## src/design/crbc_pkg.sv

```systemverilog
`default_nettype none
package crbc_pkg;

   localparam logic [31:0] LcgMul = 32'd1664525;
   localparam logic [31:0] LcgAdd = 32'd1013904223;
   localparam int CfgIdxW = 3;
   localparam int DivCntW = 6;

   typedef enum logic [1:0] {
      OP_NEXT   = 2'd0,
      OP_REPORT = 2'd1,
      OP_LOST   = 2'd2
   } op_type;

   typedef enum logic [2:0] {
      M_START       = 3'd0,
      M_CONNECTING  = 3'd1,
      M_REGISTERING = 3'd2,
      M_AWAIT       = 3'd3,
      M_RUNNING     = 3'd4,
      M_BACKOFF     = 3'd5,
      M_STOPPED     = 3'd6
   } mode_type;

   typedef enum logic [2:0] {
      A_STOP     = 3'd0,
      A_WAIT     = 3'd1,
      A_CONNECT  = 3'd2,
      A_MAP      = 3'd3,
      A_REGISTER = 3'd4,
      A_SHOW     = 3'd5,
      A_POLL     = 3'd6
   } action_type;

   typedef enum logic [2:0] {
      R_OK          = 3'd0,
      R_FATAL       = 3'd1,
      R_RATE        = 3'd2,
      R_TRANSPORT   = 3'd3,
      R_NEEDS_LOGIN = 3'd4,
      R_AUTH        = 3'd5
   } result_type;

   typedef enum logic [2:0] {
      CSR_SEED      = 3'd0,
      CSR_START_REG = 3'd1,
      CSR_BO_MIN    = 3'd2,
      CSR_BO_MAX    = 3'd3,
      CSR_RATE      = 3'd4,
      CSR_POLL      = 3'd5,
      CSR_TTL       = 3'd6
   } csr_idx_type;

   typedef enum logic [2:0] {
      S_IDLE,
      S_DECIDE,
      S_LCG,
      S_DIV,
      S_JITTER,
      S_OUT
   } fsm_type;

   typedef struct packed {
      logic [1:0]  op;
      logic [31:0] now_ms;
      logic [2:0]  reported_kind;
      logic [2:0]  result_code;
      logic [31:0] url_tag;
   } req_type;

   typedef struct packed {
      logic [2:0]  action;
      logic [31:0] wait_ms;
      logic [31:0] login_tag;
      logic [2:0]  state_code;
      logic        is_connected;
      logic        is_registered;
      logic [31:0] attempt_count;
      logic [31:0] failure_count;
      logic [31:0] connect_count;
      logic [31:0] register_count;
      logic [31:0] map_count;
   } rsp_type;

endpackage
`default_nettype wire

```

## src/design/crbc_if.sv

```systemverilog
`default_nettype none
interface crbc_req_if;
   import crbc_pkg::*;
   logic    valid;
   logic    ready;
   req_type data;
   modport source (output valid, output data, input ready);
   modport sink (input valid, input data, output ready);
endinterface

interface crbc_rsp_if;
   import crbc_pkg::*;
   logic    valid;
   logic    ready;
   rsp_type data;
   modport source (output valid, output data, input ready);
   modport sink (input valid, input data, output ready);
endinterface
`default_nettype wire

```

## src/design/connect_retry_backoff_controller.sv

```systemverilog
// session sequencer for a reconnecting client.
// req channel: one request carries op (next, report, lost), now_ms, the
// reported kind and result, and a login url tag. only a next request makes
// a rsp item: the action, wait time, login tag, the state and counters.
// csr port: write enable, index and 32-bit data, taken any cycle the block
// is idle; writing the seed, start flag or minimum backoff also reloads the
// related live state.
// sequence: every request is decided in S_DECIDE, and a next request then
// forms its rsp in S_OUT. a request that enters backoff with a base of 2
// or more goes on to S_LCG for the generator multiply, S_DIV, a 32-step
// restoring divider that forms the jitter remainder, and S_JITTER for the
// deadline.
// the block takes one request at a time; req_ready is low while it works
// and while a rsp waits. a stalled receiver holds rsp valid and data
// until taken.
// reset (synchronous) restores all but the request, rsp data and jitter
// registers: mode start, backoff base 1000 ms, seed 1 and all counters zero.
`default_nettype none
module connect_retry_backoff_controller (
   input  wire logic        clock,
   input  wire logic        reset,
   crbc_req_if.sink         req,
   crbc_rsp_if.source       rsp,
   input  wire logic        csr_we,
   input  wire logic [2:0]  csr_index,
   input  wire logic [31:0] csr_wdata
);
   import crbc_pkg::*;

   fsm_type     st_ff, st_in;
   req_type     rq_ff, rq_in;
   rsp_type     out_ff, out_in;
   logic        rv_ff, rv_in;

   logic [31:0] seed_ff, seed_in;
   logic        sreg_ff, sreg_in;
   logic [29:0] bmin_ff, bmin_in;
   logic [30:0] bmax_ff, bmax_in;
   logic [30:0] rate_ff, rate_in;
   logic [30:0] poll_ff, poll_in;
   logic [31:0] ttl_ff, ttl_in;

   mode_type    mode_ff, mode_in;
   logic [31:0] bt_ff, bt_in, lcg_ff, lcg_in, dl_ff, dl_in;
   logic        regd_ff, regd_in, conn_ff, conn_in, uv_ff, uv_in, us_ff, us_in;
   logic [31:0] utag_ff, utag_in, utime_ff, utime_in;
   logic [31:0] att_ff, att_in, fail_ff, fail_in, cnt_ff, cnt_in;
   logic [31:0] regs_ff, regs_in, maps_ff, maps_in;

   // jitter unit
   logic [31:0] base_ff, base_in, rem_ff, rem_in, dvd_ff, dvd_in;
   logic [DivCntW-1:0] dc_ff, dc_in;
   logic        emit_ff, emit_in;

   logic [31:0] spread, trial_sh;
   logic [32:0] trial;

   assign spread = {1'b0, base_ff[31:1]};
   assign trial_sh = {rem_ff[30:0], dvd_ff[31]};
   assign trial = {1'b0, trial_sh} - {1'b0, spread};

   assign req.ready = (st_ff == S_IDLE) && !rv_ff;
   assign rsp.valid = rv_ff;
   assign rsp.data  = out_ff;

   always_ff @(posedge clock) begin
      if (reset) begin
         st_ff <= S_IDLE; rv_ff <= 1'b0;
         seed_ff <= 32'd1; sreg_ff <= 1'b0; bmin_ff <= 30'd1000;
         bmax_ff <= 31'd60000; rate_ff <= 31'd60000; poll_ff <= 31'd5000;
         ttl_ff <= 32'd600000;
         mode_ff <= M_START; bt_ff <= 32'd1000; lcg_ff <= 32'd1; dl_ff <= '0;
         regd_ff <= 1'b0; conn_ff <= 1'b0; uv_ff <= 1'b0; us_ff <= 1'b0;
         utag_ff <= '0; utime_ff <= '0; att_ff <= '0; fail_ff <= '0;
         cnt_ff <= '0; regs_ff <= '0; maps_ff <= '0; emit_ff <= 1'b0;
      end else begin
         st_ff <= st_in; rv_ff <= rv_in;
         seed_ff <= seed_in; sreg_ff <= sreg_in; bmin_ff <= bmin_in;
         bmax_ff <= bmax_in; rate_ff <= rate_in; poll_ff <= poll_in;
         ttl_ff <= ttl_in;
         mode_ff <= mode_in; bt_ff <= bt_in; lcg_ff <= lcg_in; dl_ff <= dl_in;
         regd_ff <= regd_in; conn_ff <= conn_in; uv_ff <= uv_in; us_ff <= us_in;
         utag_ff <= utag_in; utime_ff <= utime_in; att_ff <= att_in;
         fail_ff <= fail_in; cnt_ff <= cnt_in; regs_ff <= regs_in;
         maps_ff <= maps_in; emit_ff <= emit_in;
      end
   end

   always_ff @(posedge clock) begin
      rq_ff <= rq_in; out_ff <= out_in;
      base_ff <= base_in; rem_ff <= rem_in; dvd_ff <= dvd_in; dc_ff <= dc_in;
   end

   always_comb begin
      logic [31:0] bt2;
      logic [31:0] base;
      logic        jit;
      logic        dobo;
      logic        nxt;
      st_in = st_ff; rv_in = rv_ff; rq_in = rq_ff; out_in = out_ff;
      seed_in = seed_ff; sreg_in = sreg_ff; bmin_in = bmin_ff; bmax_in = bmax_ff;
      rate_in = rate_ff; poll_in = poll_ff; ttl_in = ttl_ff;
      mode_in = mode_ff; bt_in = bt_ff; lcg_in = lcg_ff; dl_in = dl_ff;
      regd_in = regd_ff; conn_in = conn_ff; uv_in = uv_ff; us_in = us_ff;
      utag_in = utag_ff; utime_in = utime_ff; att_in = att_ff; fail_in = fail_ff;
      cnt_in = cnt_ff; regs_in = regs_ff; maps_in = maps_ff;
      base_in = base_ff; rem_in = rem_ff; dvd_in = dvd_ff; dc_in = dc_ff;
      emit_in = emit_ff;
      base = bt_ff; jit = 1'b0; dobo = 1'b0; nxt = 1'b0;
      bt2 = '0;

      if (rv_ff && rsp.ready) rv_in = 1'b0;

      if (csr_we) begin
         unique case (csr_idx_type'(csr_index))
            CSR_SEED: begin
               seed_in = csr_wdata;
               lcg_in = (csr_wdata == '0) ? 32'd1 : csr_wdata;
            end
            CSR_START_REG: begin
               sreg_in = csr_wdata[0]; regd_in = csr_wdata[0];
            end
            CSR_BO_MIN: begin
               bmin_in = csr_wdata[29:0]; bt_in = {2'b00, csr_wdata[29:0]};
            end
            CSR_BO_MAX: bmax_in = csr_wdata[30:0];
            CSR_RATE:   rate_in = csr_wdata[30:0];
            CSR_POLL:   poll_in = csr_wdata[30:0];
            CSR_TTL:    ttl_in = csr_wdata;
            default: ;
         endcase
      end

      unique case (st_ff)
         S_IDLE: begin
            if (req.valid && req.ready) begin
               rq_in = req.data;
               st_in = S_DECIDE;
            end
         end
         S_DECIDE: begin
            out_in = '0;
            out_in.action = A_STOP;
            emit_in = 1'b0;
            if (rq_ff.op == OP_NEXT) begin
               nxt = 1'b1;
               emit_in = 1'b1;
               unique case (mode_ff)
                  M_STOPPED: ;
                  M_BACKOFF: begin
                     if (rq_ff.now_ms - dl_ff >= 32'h8000_0000) begin
                        out_in.action = A_WAIT; out_in.wait_ms = dl_ff - rq_ff.now_ms;
                     end else begin
                        mode_in = M_CONNECTING; out_in.action = A_CONNECT;
                     end
                  end
                  M_CONNECTING: begin
                     if (regd_ff) begin
                        mode_in = M_RUNNING; out_in.action = A_MAP;
                     end else begin
                        mode_in = M_REGISTERING; out_in.action = A_REGISTER;
                     end
                  end
                  M_REGISTERING: out_in.action = A_REGISTER;
                  M_AWAIT: begin
                     priority if (!uv_ff) begin
                        mode_in = M_REGISTERING; out_in.action = A_REGISTER;
                     end else if (!us_ff) begin
                        us_in = 1'b1; out_in.action = A_SHOW;
                        out_in.login_tag = utag_ff;
                     end else if (rq_ff.now_ms - utime_ff > ttl_ff) begin
                        uv_in = 1'b0; us_in = 1'b0;
                        mode_in = M_REGISTERING; out_in.action = A_REGISTER;
                     end else if (rq_ff.now_ms - dl_ff >= 32'h8000_0000) begin
                        out_in.action = A_WAIT; out_in.wait_ms = dl_ff - rq_ff.now_ms;
                     end else begin
                        out_in.action = A_POLL; out_in.login_tag = utag_ff;
                     end
                  end
                  M_RUNNING: out_in.action = A_MAP;
                  default: begin
                     mode_in = M_CONNECTING; out_in.action = A_CONNECT;
                  end
               endcase
            end else if (rq_ff.op == OP_LOST && mode_ff != M_STOPPED) begin
               conn_in = 1'b0;
               if (mode_ff == M_RUNNING) begin
                  base = {2'b00, bmin_ff};
                  bt_in = {2'b00, bmin_ff};
                  att_in = '0;
               end
               dobo = 1'b1;
            end else if (rq_ff.op == OP_REPORT && mode_ff != M_STOPPED) begin
               priority if (rq_ff.result_code == R_FATAL) begin
                  mode_in = M_STOPPED; fail_in = fail_ff + 32'd1;
               end else if (rq_ff.result_code == R_RATE) begin
                  base = {1'b0, rate_ff}; dobo = 1'b1;
               end else if (rq_ff.result_code == R_TRANSPORT) begin
                  dobo = 1'b1;
               end else if (rq_ff.reported_kind == A_CONNECT) begin
                  if (rq_ff.result_code == R_OK) begin
                     conn_in = 1'b1; cnt_in = cnt_ff + 32'd1;
                     bt_in = {2'b00, bmin_ff}; att_in = '0;
                  end else dobo = 1'b1;
               end else if (rq_ff.reported_kind == A_REGISTER ||
                            rq_ff.reported_kind == A_POLL) begin
                  if (rq_ff.result_code == R_OK) begin
                     regd_in = 1'b1; uv_in = 1'b0; us_in = 1'b0;
                     regs_in = regs_ff + 32'd1; bt_in = {2'b00, bmin_ff};
                     att_in = '0; mode_in = M_RUNNING;
                  end else if (rq_ff.result_code == R_NEEDS_LOGIN) begin
                     if (rq_ff.url_tag != '0 && rq_ff.url_tag != utag_ff) begin
                        utag_in = rq_ff.url_tag; utime_in = rq_ff.now_ms;
                        uv_in = 1'b1; us_in = 1'b0;
                     end
                     mode_in = M_AWAIT;
                     dl_in = rq_ff.now_ms + {1'b0, poll_ff};
                  end else if (rq_ff.result_code == R_AUTH) begin
                     regd_in = 1'b0; uv_in = 1'b0; us_in = 1'b0; dobo = 1'b1;
                  end
               end else if (rq_ff.reported_kind == A_MAP) begin
                  if (rq_ff.result_code == R_OK) begin
                     maps_in = maps_ff + 32'd1;
                     bt_in = {2'b00, bmin_ff}; att_in = '0;
                     mode_in = M_BACKOFF; conn_in = 1'b0;
                     base = {2'b00, bmin_ff}; jit = 1'b1;
                  end else begin
                     if (rq_ff.result_code == R_AUTH) regd_in = 1'b0;
                     dobo = 1'b1;
                  end
               end
            end

            if (dobo) begin
               mode_in = M_BACKOFF; conn_in = 1'b0;
               att_in = ((mode_ff == M_RUNNING && rq_ff.op == OP_LOST) ? 32'd0 : att_ff)
                        + 32'd1;
               fail_in = fail_ff + 32'd1;
               jit = 1'b1;
               // lost from running doubles the freshly cleared base
               if (rq_ff.op == OP_LOST && mode_ff == M_RUNNING) bt2 = {2'b00, bmin_ff};
               else bt2 = bt_ff;
               if (bt2 < {1'b0, bmax_ff}) begin
                  bt2 = {bt2[30:0], 1'b0};
                  if (bt2 > {1'b0, bmax_ff}) bt2 = {1'b0, bmax_ff};
               end
               bt_in = bt2;
               if (rq_ff.op == OP_REPORT && rq_ff.result_code == R_RATE)
                  bt_in = {1'b0, bmax_ff};
            end

            base_in = base;
            if (jit) begin
               if (base[31:1] == '0) begin
                  dl_in = rq_ff.now_ms + base;
                  st_in = S_IDLE;
               end else st_in = S_LCG;
            end else if (nxt) st_in = S_OUT;
            else st_in = S_IDLE;
         end
         S_LCG: begin
            lcg_in = lcg_ff * LcgMul + LcgAdd;
            st_in = S_DIV;
            rem_in = '0;
            dc_in = '0;
         end
         S_DIV: begin
            if (dc_ff == '0) dvd_in = {8'h00, lcg_ff[31:8]};
            // restoring divider, one bit per cycle
            if (dc_ff != '0) begin
               if (!trial[32]) rem_in = trial[31:0];
               else rem_in = trial_sh;
               dvd_in = {dvd_ff[30:0], 1'b0};
            end
            dc_in = dc_ff + 1'b1;
            if (dc_ff == DivCntW'(32)) st_in = S_JITTER;
         end
         S_JITTER: begin
            dl_in = rq_ff.now_ms + base_ff - {1'b0, spread[31:1]} + rem_ff;
            st_in = S_IDLE;
         end
         S_OUT: begin
            out_in.state_code = mode_ff;
            out_in.is_connected = conn_ff;
            out_in.is_registered = regd_ff;
            out_in.attempt_count = att_ff;
            out_in.failure_count = fail_ff;
            out_in.connect_count = cnt_ff;
            out_in.register_count = regs_ff;
            out_in.map_count = maps_ff;
            rv_in = emit_ff;
            st_in = S_IDLE;
         end
         default: st_in = S_IDLE;
      endcase
   end

   logic unused_ok;
   assign unused_ok = ^{seed_ff, sreg_ff};
endmodule
`default_nettype wire

```

## src/flat_wrapper.sv

```systemverilog
// flat-port wrapper written by rule: the top's interface ports become plain ports
module connect_retry_backoff_controller_flat import crbc_pkg::*;
  (clock, reset, csr_we, csr_index, csr_wdata, req_valid, req_data, req_ready, rsp_valid, rsp_data, rsp_ready);
  crbc_req_if req_i ();
  crbc_rsp_if rsp_i ();
  input  wire logic clock;
  input  wire logic reset;
  input  wire logic csr_we;
  input  wire logic [2:0] csr_index;
  input  wire logic [31:0] csr_wdata;
  input wire logic [$bits(req_i.valid)-1:0] req_valid;
  input wire logic [$bits(req_i.data)-1:0] req_data;
  output wire logic [$bits(req_i.ready)-1:0] req_ready;
  output wire logic [$bits(rsp_i.valid)-1:0] rsp_valid;
  output wire logic [$bits(rsp_i.data)-1:0] rsp_data;
  input wire logic [$bits(rsp_i.ready)-1:0] rsp_ready;
  assign req_i.valid = req_valid;
  assign req_i.data = req_data;
  assign req_ready = req_i.ready;
  assign rsp_valid = rsp_i.valid;
  assign rsp_data = rsp_i.data;
  assign rsp_i.ready = rsp_ready;
  connect_retry_backoff_controller u_core (.clock(clock), .reset(reset), .req(req_i), .rsp(rsp_i), .csr_we(csr_we), .csr_index(csr_index), .csr_wdata(csr_wdata));
endmodule
```

## config.mk

```make
export PLATFORM = sky130hd
export DESIGN_NAME = connect_retry_backoff_controller_flat
export DESIGN_NICKNAME = d
export VERILOG_FILES = /design/src/design/crbc_pkg.sv /design/src/design/crbc_if.sv /design/src/design/connect_retry_backoff_controller.sv /design/src/flat_wrapper.sv
export SDC_FILE = /design/constraint.sdc
export NUM_CORES = 2
export LEC_CHECK = 0
export BUFFER_PORTS_ARGS = -buffer_cell sky130_fd_sc_hd__buf_2
export CORE_MARGIN = 1.5
export CORE_UTILIZATION = 55
export DETAILED_ROUTE_END_ITERATION = 8
export GPL_TIMING_DRIVEN = 0
export PLACE_DENSITY = 0.73
export SETUP_SLACK_MARGIN = 0.3
export SLEW_MARGIN = 20
export SYNTH_ARGS = -nofsm -noshare
export SYNTH_HDL_FRONTEND = slang
export SYNTH_SLANG_ARGS = --single-unit
```

## constraint.sdc

```tcl
create_clock -name clock -period 8.5 [get_ports clock]
set_input_delay 1.7 -clock clock [delete_from_list [all_inputs] [get_ports clock]]
set_output_delay 1.7 -clock clock [all_outputs]
set_load 0.1 [all_outputs]
```

After elaboration in Yosys (flattened, before gate mapping)
Index checks and enable logic that the tools add are counted. Widths: inputs -> output; s select.

Flip-flop bits (word level): 893. Output and inout bits: 234.

Add/sub/neg operators: 16. Multipliers: 1. Order comparisons: 4. Equality and inequality tests: 57. Mux-type cells: 201. Bitwise logic cells: 8. Reductions and logical operators: 61.

Operators with widths (number): $mux 32 (75); $pmux 165 s2 (1); $pmux 32 s2 (3); $add 32x1->32 const B (5); $mux 64 (2); $add 32x32->32 (3); $sub 32x32->32 (3); $mux 1 (87); $mux 3 (27); $eq 3x3->1 const B (12); $sub 32x31->33 (1); $add 32x30->32 const B (1); $add 32x31->32 (1); $ge 32x32->1 const B (1); $gt 32x31->1 (1); $gt 32x32->1 (1); $logic_not 32->1 (1); $lt 32x31->1 (1); $mul 32x21->32 const B (1); $ne 32x32->1 (1); $reduce_bool 32->1 (1); $sub 32x30->32 (1); $logic_not 31->1 (1); $eq 3x2->1 const B (10); other kinds (38) (107).

Depth between registers and ports, before layout
Depth in word-level cells: 21. Depth in mapped cells: 28.

Worst setup path after synthesis
Ideal clock, no wire load.

Path type: flip-flop to flip-flop. Start: reg u_core.lcg_ff[1]. End: reg u_core.lcg_ff[31]. Setup time: 91 ps. Arrival: 6145 ps. Required time: 8409 ps. Path slack: 2264 ps. Cell stages (with the launch flop): 26. Buffers on the path: 1. Clock period less this slack: 6236 ps. Cell sequence: dfxtp_1 -> inv_1 -> ha_1 -> xor2_1 -> xor2_1 -> fa_1 -> inv_1 -> fa_1 -> inv_1 -> fa_1 -> fa_1 -> inv_1 -> fa_1 -> ha_1 -> clkbuf_1 -> a21o_1 -> a21o_1 -> a21o_1 -> a21boi_0 -> o21bai_1 -> nand3_1 -> nand4_1 -> a31oi_1 -> xnor2_1 -> nor2_1 -> a311oi_1.

Word-level cells in the longest chain between the ends: 3.

RTL lines: from (decl) (RTL line connect_retry_backoff_controller.sv:44) `logic [31:0] bt_ff, bt_in, lcg_ff, lcg_in, dl_ff, dl_in;`; from (signal assigned) (RTL line connect_retry_backoff_controller.sv:81) `mode_ff <= mode_in; bt_ff <= bt_in; lcg_ff <= lcg_in; dl_ff <= dl_in;`; $mul 32x21->32 (RTL line connect_retry_backoff_controller.sv:262) `lcg_in = lcg_ff * LcgMul + LcgAdd;`; $add 32x30->32 (RTL line connect_retry_backoff_controller.sv:262); $mux 32 (RTL line connect_retry_backoff_controller.sv:134) `unique case (st_ff)`.

Every way passes these cells. A chain may end at the register's enable or synchronous reset.

Final worst setup path
Start: reg u_core.rq_ff[38] (netlist bit). End: reg u_core.out_ff (netlist bit u_core.rsp.data[203]) (data pin).

Word-level cells in the longest chain between the ends: 7. Elaborated cells on any way between the ends: 10.

RTL lines: from (decl) (RTL line connect_retry_backoff_controller.sv:31) `req_type rq_ff, rq_in;`; from (signal assigned) (RTL line connect_retry_backoff_controller.sv:90) `rq_ff <= rq_in; out_ff <= out_in;`; $sub 32x32->32 (RTL line connect_retry_backoff_controller.sv:151, connect_retry_backoff_controller.sv:174); $ge 32x32->1 (RTL line connect_retry_backoff_controller.sv:151, connect_retry_backoff_controller.sv:174); $mux 32 (RTL line connect_retry_backoff_controller.sv:151, connect_retry_backoff_controller.sv:174); $mux 64 (RTL line connect_retry_backoff_controller.sv:171) `end else if (rq_ff.now_ms - utime_ff > ttl_ff) begin`; $mux 32 (RTL line connect_retry_backoff_controller.sv:168) `end else if (!us_ff) begin`; $mux 64 (RTL line connect_retry_backoff_controller.sv:166) `priority if (!uv_ff) begin`; $pmux 32 s2 (*) (RTL line connect_retry_backoff_controller.sv:148) `unique case (mode_ff)`; to (signal assigned) (RTL line connect_retry_backoff_controller.sv:90); to (decl) (RTL line connect_retry_backoff_controller.sv:32) `rsp_type out_ff, out_in;`.

Every way passes the cells marked *; elsewhere a longest branch is shown, timed or not.

==> summary.md <==
| Metric | Value |
|---|---|
| RSZ-0062 raised after global routing | `no` |
| Number of max-cap violations | `0` |
| Hold depth | `2` |
| CP startpoint kind | `flip-flop` |
| Number of global-route vias before repair | `48200` |
| Buf+Inv Stages, Crit Path | `5` |
| Final Power | `17.8 mW` |
| Slew HR | `16.2%` |
| DP Cell Count | `8111` |
| Clk_lat worst skew | `720 ps` |
| Port-buffer cells | `341` |
| Place WS | `-165 ps` |
| Clock Pin Slew Worst Setup and Hold Paths | `60 ps` |
| Slowest cell on crit path | `edfxtp_1` |
| Initial antenna violation count | `11` |
| Kind of critical path | `reg -> reg` |
| DIE AREA | `0.108 sq mm` |
| Synth top area share | `21.0%` |
| Max Clock Skew | `51.9 ps` |
| Worst setup EP type | `flip-flop` |
| Synth Area in XOR/XNOR | `5.23%` |
| WP data required | `8950 ps` |
| Tot GR Track Use | `36.8%` |
| H-tree Lvls | `3` |
| Slew @ Worst Pin | `1250 ps` |
| Power per Cell Area | `272 mW/mm^2` |
| Clock Sinks | `893` |
| CORE AREA | `0.105 sq mm` |
| Cell taking the most area after synthesis | `edfxtp_1` |
| GPL Wtd Cong | `1.03` |
| Nets | `7615` |
| Most numerous cell in the Yosys netlist | `nand2_1` |
| Clock Power Share | `26.4%` |
| Fillers | `9042` |
| Synth Area in Compound Gates | `15.2%` |
| DIE HEIGHT | `328 microns` |
| Synthesized area | `0.0581 sq mm` |
| Mapped Nets | `7158` |
| Top_reg_cell synth | `dfxtp_1` |
| Largest net degree at the start of global routing | `54` |
| Post-route DRC | `0` |
| Status | `complete, no violations` |
| Critical path startpoint | `u_core.rq_ff[38]$_DFFE_PP_` |
| Initial drt markers | `5812` |
| Synth Instances | `6366` |
| FF+latch count, synth | `893` |
| Main combinational cell family by area after synthesis | `adder cells` |
| Sequential share of the synthesized area | `37.7%` |
| IR drop worst, VDD | `0.300 mV` |
| Gr ovfl total | `0` |
| Max-slew violations | `0` |
| EDFF count, synth | `406` |
| Final setup violation count | `0` |
| Initial cell density of the core | `55.3%` |
| Total number of vias | `50500` |
| Layout cell share with drive strength beyond 1 | `9.27%` |
| Delay-heaviest family, CP | `compound AO/OA/AOI/OAI gates` |
| Crit-path most repeated cell | `a21oi_1` |
| First-pass GRT wire length | `297000 microns` |
| CTS tree | `done` |
| Crit Path Max Fanout | `10` |
| Hold Startpoint | `u_core.rate_ff[26]$_SDFFE_PP0P_` |
| Area Overhead vs Synth | `12.6%` |
| Yosys cell types | `89` |
| Seq pwr share | `29.0%` |
| DPL Wire Length | `157000 microns` |
| # hold bufs at CTS | `0` |
| Drt first pass iters | `6` |
| Commonest cells in the netlist | `nand2_1, inv_1, nor2_1, dfxtp_1, ha_1` |
| Total I/O pin count | `346` |
| Final setup TNS | `0 ps` |
| Final wirelength | `201000 microns` |
| Synth Area in Simple Gates | `16.7%` |
| Ys Warns | `0` |
| Fmax | `0.128 GHz` |
| Final ANT Viol Nets | `0` |
| Switch share | `42.1%` |
| Endpoints failing hold | `0` |
| Largest stage delay, worst path | `670 ps` |
| DR vias/cell | `6.09` |
| CP Data Arrival Time | `8260 ps` |
| Leakage power | `28.0 nW` |
| R2R Path Start | `u_core.rq_ff[38]$_DFFE_PP_` |
| Syn avg cell area | `9.13 sq um` |
| Hold WC Path Type | `reg -> reg` |
| PnR worst setup slack | `689 ps` |
| Comb pwr share | `44.6%` |
| Largest register FFs | `232` |
| FFs w/ async S/R, synth | `0%` |
| TritonCTS Buffers | `97` |
| CTS root buf | `clkbuf_16` |
| Tcrit/Tclk final | `91.9%` |
| Mux cell area share after synthesis | `1.94%` |
| Routed len/inst | `24.2 microns` |
| Psw | `7.49 mW` |
| P_int | `10.3 mW` |
| Tmin final | `7810 ps` |
| Crit path depth | `28` |
| Adder-cell area share of the yosys netlist | `17.3%` |
| Site row count | `119` |
| Worst R2R Path Depth | `28` |
| Largest cells by area after synthesis | `edfxtp_1, dfxtp_1, ha_1` |
| Layout Cells excl Fill | `8301` |
| Clock Tree Buf Depth | `3` |
| Die width | `328 microns` |
-- per-stage QoR --
stage | hold slack (ps) | util, % | instance area (sq um)
after global placement | 441 | 58.6 | 61600
after detailed placement | 448 | 58.9 | 61900
final | 456 | 62.3 | 65500
after floorplan | 431 | - | 58100
after CTS | 455 | 62.3 | 65500
after global routing | 469 | 62.3 | 65500
-- cell type report --
type                    count  area, sq um  area share [%]
multi-input cells        4569        32800            50.1
diodes                      3         7.51          0.0115
clock buffers             120         2630            4.02
repair buffers            358         2000            3.05
flip-flops and latches    893        21900            33.5
inverters                 633         2380            3.63
clock inverters            63          911            1.39
plain buffers             271         1070            1.64
well taps                1391         1740            2.66
-- power by group through the flow --
| stage | Clock, mW | Combinational (mW) | Sequential [mW] |
|---|---|---|---|
| final | 4.70 | 7.94 | 5.15 |
| after global routing | 4.88 | 8.66 | 5.17 |
| after CTS | 4.72 | 7.82 | 5.14 |
| after detailed placement | 0 | 7.74 | 5.23 |
| after global placement | 0 | 7.59 | 5.29 |
| after floorplan | 0 | 4.78 | 6.09 |
-- kinds of logic after synthesis --
family	count (synthesis)
AO/OA/AOI/OAI	1359
buffers and inverters	904
AND/OR/NAND/NOR	2074
adder cells (fa/ha/maj)	680
multiplexers	109
XOR/XNOR	347
flip-flops	893
-- per-layer routing --
metal	part of all wire (%)	vias to the layer above	GRT usage, %
met5	0.029	-	0
met4	4.6	10	15.6
met3	9.6	492	6.27
met2	44	2470	57.5
met1	41	24400	50.4
li1	-	23100	-
-- tightest hold or removal path: cells and delay by family (launching register included) --
kind | cells | cell delay (ps)
AND/OR/NAND/NOR | 1 | 50
flip-flops | 1 | 310
AO/OA/AOI/OAI | 1 | 50
-- repair_timing --
action                     4_1_cts  5_1_grt
setup endpoints to repair       32       30
resized for setup                0        3
setup buffers                    4        0
pin swaps                        2        0
-- cells in the final DEF (no fill, tap or decap), drive strengths merged, types with 52 or more instances in the layout --
master / n
ha: 475
o211ai: 55
fa: 205
a31oi: 64
nor3: 74
and2: 62
o21ai: 231
inv: 640
clkbuf: 361
buf: 388
a211oi: 58
dfxtp: 487
nand3: 131
nand2b: 52
a21oi: 446
nand4: 61
mux2i: 79
and3: 216
nor2: 521
a21o: 130
xor2: 192
xnor2: 155
edfxtp: 406
nand2: 741
-- path summary, 6_finish.rpt --
kind | to | slack [ps]
max reg2reg | u_core.rsp.data[203]$_SDFFCE_PN0P_ | 690
max | u_core.rsp.data[203]$_SDFFCE_PN0P_ | 690
min reg2reg | u_core.rate_ff[26]$_SDFFE_PP0P_ | 460
min | u_core.rate_ff[26]$_SDFFE_PP0P_ | 460
Power figures use the tool's default switching activity.
